### src/sv/gcign_pkg.sv
// Shared types, constants and constant functions of the cepstrum gain denormalizer.
package gcign_pkg;

  localparam int MAX_ORDER_DEF = 63;
  localparam int COEF_W        = 32;
  localparam int FRAC_W        = 24;   // fraction bits of Q8.24 and log2 iterations
  localparam int DIV_W         = 46;   // magnitude width of the scaled numerator
  localparam int STEP_W        = 6;
  localparam int CFG_DATA_W    = 16;

  localparam logic [31:0] LN2_Q30 = 32'd744261118;

  // configuration register indexes
  localparam logic REG_ORDER = 1'b0;
  localparam logic REG_GAMMA = 1'b1;

  typedef logic [FRAC_W-1:0][30:0] root_tbl_t;

  typedef struct packed {
    logic              load;
    logic              norm;
    logic              log_step;
    logic              ln_mul;
    logic              scale;
    logic              exp_step;
    logic              kform;
    logic              div_init;
    logic              div_step;
    logic              div_end;
    logic              emit;
    logic [STEP_W-1:0] step;
  } cmd_t;

  typedef struct packed {
    logic out_free;
    logic first;
    logic bad;
    logic norm_done;
    logic gamma_zero;
  } status_t;

  // floor square root, bit by bit
  function automatic logic [63:0] isqrt64(input logic [63:0] v);
    logic [63:0] rem;
    logic [63:0] res;
    logic [63:0] bitv;
    rem  = v;
    res  = '0;
    bitv = 64'd1 << 62;
    for (int i = 0; i < 32; i++) begin
      if (rem >= res + bitv) begin
        rem = rem - (res + bitv);
        res = (res >> 1) + bitv;
      end else begin
        res = res >> 1;
      end
      bitv = bitv >> 2;
    end
    return res;
  endfunction

  // Q1.30 values of 2^(2^-k), k = 1 .. FRAC_W, as repeated floor roots
  function automatic root_tbl_t exp2_roots();
    root_tbl_t   t;
    logic [63:0] r;
    r = isqrt64(64'd1 << 61);
    for (int j = 0; j < FRAC_W; j++) begin
      t[j] = r[30:0];
      r    = isqrt64(r << 30);
    end
    return t;
  endfunction

endpackage

### src/sv/gcign_ctrl.sv
// Sequencer of the cepstrum gain denormalizer: frame element flow and iteration counts.
module gcign_ctrl (
  input  logic               clk,
  input  logic               rst_n,
  input  logic               in_tvalid,
  output logic               in_tready,
  input  gcign_pkg::status_t st,
  output gcign_pkg::cmd_t    cmd
);
  import gcign_pkg::*;

  typedef enum logic [3:0] {
    S_IDLE, S_CHECK, S_NORM, S_LOG, S_LN, S_SCALE, S_EXP,
    S_KFORM, S_DINIT, S_DIV, S_DEND, S_FINISH
  } state_t;

  state_t            state_r;
  logic [STEP_W-1:0] cnt_r;
  logic              accept;

  assign in_tready = (state_r == S_IDLE) && st.out_free;
  assign accept    = in_tvalid && in_tready;

  always_comb begin
    cmd      = '0;
    cmd.step = cnt_r;
    case (state_r)
      S_IDLE:   cmd.load     = accept;
      S_NORM:   cmd.norm     = !st.norm_done;
      S_LOG:    cmd.log_step = 1'b1;
      S_LN:     cmd.ln_mul   = 1'b1;
      S_SCALE:  cmd.scale    = 1'b1;
      S_EXP:    cmd.exp_step = 1'b1;
      S_KFORM:  cmd.kform    = 1'b1;
      S_DINIT:  cmd.div_init = 1'b1;
      S_DIV:    cmd.div_step = 1'b1;
      S_DEND:   cmd.div_end  = 1'b1;
      S_FINISH: cmd.emit     = 1'b1;
      default:  cmd.step     = cnt_r;
    endcase
  end

  always_ff @(posedge clk) begin
    if (!rst_n) begin
      state_r <= S_IDLE;
      cnt_r   <= '0;
    end else begin
      case (state_r)
        S_IDLE: begin
          if (accept) state_r <= S_CHECK;
        end
        S_CHECK: begin
          state_r <= (st.first && !st.bad) ? S_NORM : S_FINISH;
        end
        S_NORM: begin
          if (st.norm_done) begin
            cnt_r   <= '0;
            state_r <= S_LOG;
          end
        end
        S_LOG: begin
          if (cnt_r == STEP_W'(FRAC_W - 1)) begin
            cnt_r   <= '0;
            state_r <= st.gamma_zero ? S_LN : S_SCALE;
          end else begin
            cnt_r <= cnt_r + 1'b1;
          end
        end
        S_LN:    state_r <= S_FINISH;
        S_SCALE: state_r <= S_EXP;
        S_EXP: begin
          if (cnt_r == STEP_W'(FRAC_W - 1)) begin
            cnt_r   <= '0;
            state_r <= S_KFORM;
          end else begin
            cnt_r <= cnt_r + 1'b1;
          end
        end
        S_KFORM: state_r <= S_DINIT;
        S_DINIT: begin
          cnt_r   <= '0;
          state_r <= S_DIV;
        end
        S_DIV: begin
          if (cnt_r == STEP_W'(DIV_W - 1)) begin
            cnt_r   <= '0;
            state_r <= S_DEND;
          end else begin
            cnt_r <= cnt_r + 1'b1;
          end
        end
        S_DEND:   state_r <= S_FINISH;
        S_FINISH: state_r <= S_IDLE;
        default:  state_r <= S_IDLE;
      endcase
    end
  end

  a_accept_check: assert property (@(posedge clk) disable iff (!rst_n)
    accept |=> state_r == S_CHECK)
    else $error("accepted transaction did not move to check");

  a_step_bound: assert property (@(posedge clk) disable iff (!rst_n)
    (state_r == S_LOG || state_r == S_EXP) |-> cnt_r < STEP_W'(FRAC_W))
    else $error("iteration count ran past fraction width");

  a_emit_idle: assert property (@(posedge clk) disable iff (!rst_n)
    cmd.emit |=> (state_r == S_IDLE && !in_tready) || state_r == S_IDLE)
    else $error("emit not followed by idle");

endmodule

### config.mk
export PLATFORM = sky130hd
export DESIGN_NAME = gcign_ctrl
export DESIGN_NICKNAME = d
export VERILOG_FILES = /design/src/sv/gcign_pkg.sv /design/src/sv/gcign_ctrl.sv
export SDC_FILE = /design/constraint.sdc
export NUM_CORES = 1
export LEC_CHECK = 0
export BUFFER_PORTS_ARGS = -buffer_cell sky130_fd_sc_hd__buf_2
export CAP_MARGIN = 5
export CORE_AREA = 4 4 46 56
export CTS_BUF_LIST = sky130_fd_sc_hd__clkbuf_4 sky130_fd_sc_hd__clkbuf_8 sky130_fd_sc_hd__clkbuf_16
export DETAILED_ROUTE_END_ITERATION = 10
export DIE_AREA = 0 0 50 60
export GPL_TIMING_DRIVEN = 0
export PLACE_DENSITY_LB_ADDON = 0.2
export SLEW_MARGIN = 30
export SYNTH_ARGS = -nofsm -noshare
export SYNTH_HDL_FRONTEND = slang
export SYNTH_SLANG_ARGS = --single-unit
export TNS_END_PERCENT = 100
### constraint.sdc
create_clock -name clk -period 4.8 [get_ports clk]
set_input_delay 0.48 -clock clk [delete_from_list [all_inputs] [get_ports clk]]
set_output_delay 0.48 -clock clk [all_outputs]
set_load 0.05 [all_outputs]
==> flow_summary.json <==
{
  "status": "finished clean",
  "cpMaxStageDelayCell": "dfxtp_1",
  "synth_cells": 100,
  "core_area_um2": 2049,
  "cpMostUsedCell": "buf_2",
  "htreeDepth": 1,
  "grt_use_met3_pct": 2.993,
  "drive_gt1_share_pct": 32.81,
  "worstSetupPathType": "flip-flop to output port",
  "grt_max_degree": 11,
  "ff_latch_area_um2": 200.2,
  "max_stage_delay_ps": 390,
  "hpwl_mm": 1.462,
  "num-fill-cells": 230,
  "nNetsFinal": 140,
  "rsz0062_at_grt": "no",
  "crit_chain": "buf_2 -> nand2_1 -> nor3_1 -> buf_2",
  "totalWireLength_mm": 1.846,
  "num_antenna_cells": 0,
  "ant_nets": 0,
  "yosysWarnings": 0,
  "multiInputGateArea_um2": 524.3,
  "slew_headroom_pct": 81.58,
  "synth_area_um2": 773.2,
  "met1_usage_pct": 15.35,
  "endpoint_kind": "output port",
  "gr-total-overflow": 0,
  "start_util_pct": 37.73,
  "layout_common_cells": "28 x buf_2, 11 x nand2_1, 10 x nor2_1, 10 x dfxtp_1, 7 x a21oi_1",
  "grt.busiest_layer": "met2",
  "cts_root_buf": "clkbuf_4",
  "hold_viol": 0,
  "cp-start-kind": "flip-flop",
  "crit_required_ps": 4320,
  "drt_iter0_markers": 9,
  "antenna_found_initial": 0,
  "cts_sinks": 10,
  "timing.setup.tns_ps": 0,
  "drc_errors": 0,
  "final_cell_area_um2": 958.4,
  "synth.avg_cell_area_um2": 7.732,
  "first_pass_iters": 4,
  "drv_cap": 0,
  "num_vias": 805,
  "fin_cells": 158,
  "grt_pass1_vias": 724,
  "cts_setup_buffers": 0,
  "dp.cells": 155,
  "area_delta_synth_final_pct": 23.95,
  "syn_nets": 110,
  "via_per_inst": 5.095,
  "port_buffers": 25,
  "die_x_um": 50,
  "io_pins": 26,
  "max_freq_ghz": 0.4846,
  "cts_buffers": 3,
  "final_common_cell": "buf_2",
  "yosysSeqAreaShare_pct": 25.89,
  "path_clk_slew_ps": 60,
  "holdBufCountCts": 0,
  "arrival_ps": 1580,
  "critPathMaxFanout": 10,
  "cts_resized": 0,
  "rows": 18,
  "cts_max_path_buffers": 2,
  "clkLatencyLatePin_ps": 260,
  "timing.hold.ws_ps": 504.7,
  "cts_tree": "yes",
  "placed_cell_area_um2": 935.9,
  "fin_worst_skew_ps": 4.635,
  "routedWlPerCell_um": 11.68,
  "die_h_um": 60,
  "period_needed_ps": 2064,
  "period_share_pct": 42.99,
  "grtUsageMet2_pct": 22.95,
  "worst_pin_slew_ps": 274.1,
  "power_density_nw_per_um2": 530.4,
  "place.gp.congestion": 0.8296,
  "track_usage_pct": 13.35,
  "ir_worst_vdd_mv": 0.2898,
  "grt_pass1_wl_mm": 3.098,
  "setup-violations-final": 0,
  "hold_path.class": "input port to flip-flop",
  "utilization_pct": 46.76,
  "p_leak_nw": 0.4367,
  "synth.distinct_cells": 39,
  "final_max_slew_viol_count": 0,
  "fp.dieArea_um2": 3000,
  "ys_ff_latch": 10
}
## state kept, by name (all words and copies together), names as in the netlist
| name | cells |
|---|---|
| cnt_r | 6 |
| state_r | 4 |
## routing by layer
layer	vias up	share of wire, %	wire, um
li1	416	-	-
met1	358	45	827
met4	0	1.2	23
met5	-	0	0
met3	4	6.6	122
met2	27	47	872
## worst paths after layout
check / startpoint / endpoint / slack, ps / depth (start not counted)
max: state_r[1] / cmd[14] / 2740 / 4
min: rst_n / state_r[0] / 500 / 2
max reg2reg: cnt_r[0] / state_r[2] / 3080 / 6
min reg2reg: cnt_r[5] / cnt_r[5] / 520 / 2
## final cells by class
type	instances	area share (%)
clock buffers	3	2.350
flip-flops and latches	10	20.89
inverters	3	1.175
well taps	30	3.916
plain buffers	5	3.916
repair buffers	25	13.05
multi-input cells	82	54.70
## cell usage after synthesis
cell type | count | area, um2
o21ai_2 | 3 | 26.28
ha_1 | 2 | 25.02
and4bb_1 | 1 | 12.51
a22oi_1 | 1 | 7.510
nor4_2 | 1 | 12.51
nor3b_1 | 1 | 7.510
nor3_1 | 4 | 20.02
nor2b_1 | 4 | 25.02
o221a_1 | 1 | 11.26
o31a_1 | 1 | 8.760
a31oi_1 | 1 | 6.260
a211o_1 | 2 | 17.52
buf_2 | 3 | 15.01
nor2_1 | 10 | 37.54
a21oi_2 | 1 | 8.760
buf_6 | 2 | 22.52
o22ai_1 | 1 | 6.260
a21oi_1 | 7 | 35.03
and2_1 | 3 | 18.77
and4bb_2 | 1 | 12.51
o21ai_0 | 5 | 25.02
nand3_1 | 1 | 5.000
xor2_1 | 1 | 8.760
xnor2_1 | 1 | 8.760
o21a_1 | 1 | 7.510
nor2_2 | 1 | 6.260
nand2b_2 | 1 | 8.760
nor4_1 | 1 | 6.260
nand2b_1 | 4 | 25.02
a211oi_1 | 1 | 7.510
or3b_1 | 1 | 8.760
nand4_1 | 2 | 12.51
nand3b_4 | 1 | 20.02
dfxtp_1 | 10 | 200.2
nand2_1 | 11 | 41.29
a2bb2oi_1 | 1 | 8.760
or3_1 | 3 | 18.77
inv_1 | 3 | 11.26
and3_1 | 1 | 6.260
## report_power, final
group	internal (mW)	switching, mW	total (mW)
Clock	0.0288	0.0256	0.0544
Sequential	0.102	0.0244	0.126
Combinational	0.117	0.210	0.328
Total	0.248	0.260	0.508
## worst max-delay path: cells and delay by family (launching register included)
family                 cells  cell delay [ps]
DFF                        1              390
buffers and inverters      2              550
and+or+nand+nor            2              390
## through the flow
stage	total power, mW	setup WS, ps
CTS	0.5132	2723
global route	0.5527	2559
finish	0.5083	2736
global placement	0.4529	3028
detailed placement	0.4557	3010
floorplan	0.3918	2573
## kinds of logic (layout without fill, tap and decap cells)
group                      after synthesis  after routing  share of synthesized area [%]
xor gates and xnor gates                 2              2                          2.266
and+or+nand+nor                         52             52                          39.48
AOI/OAI and AO/OA                       26             26                          22.82
adders and majority gates                2              2                          3.236
DFF                                     10             10                          25.89
buffers and inverters                    8             36                          6.310
Power figures use the tool's default switching activity.
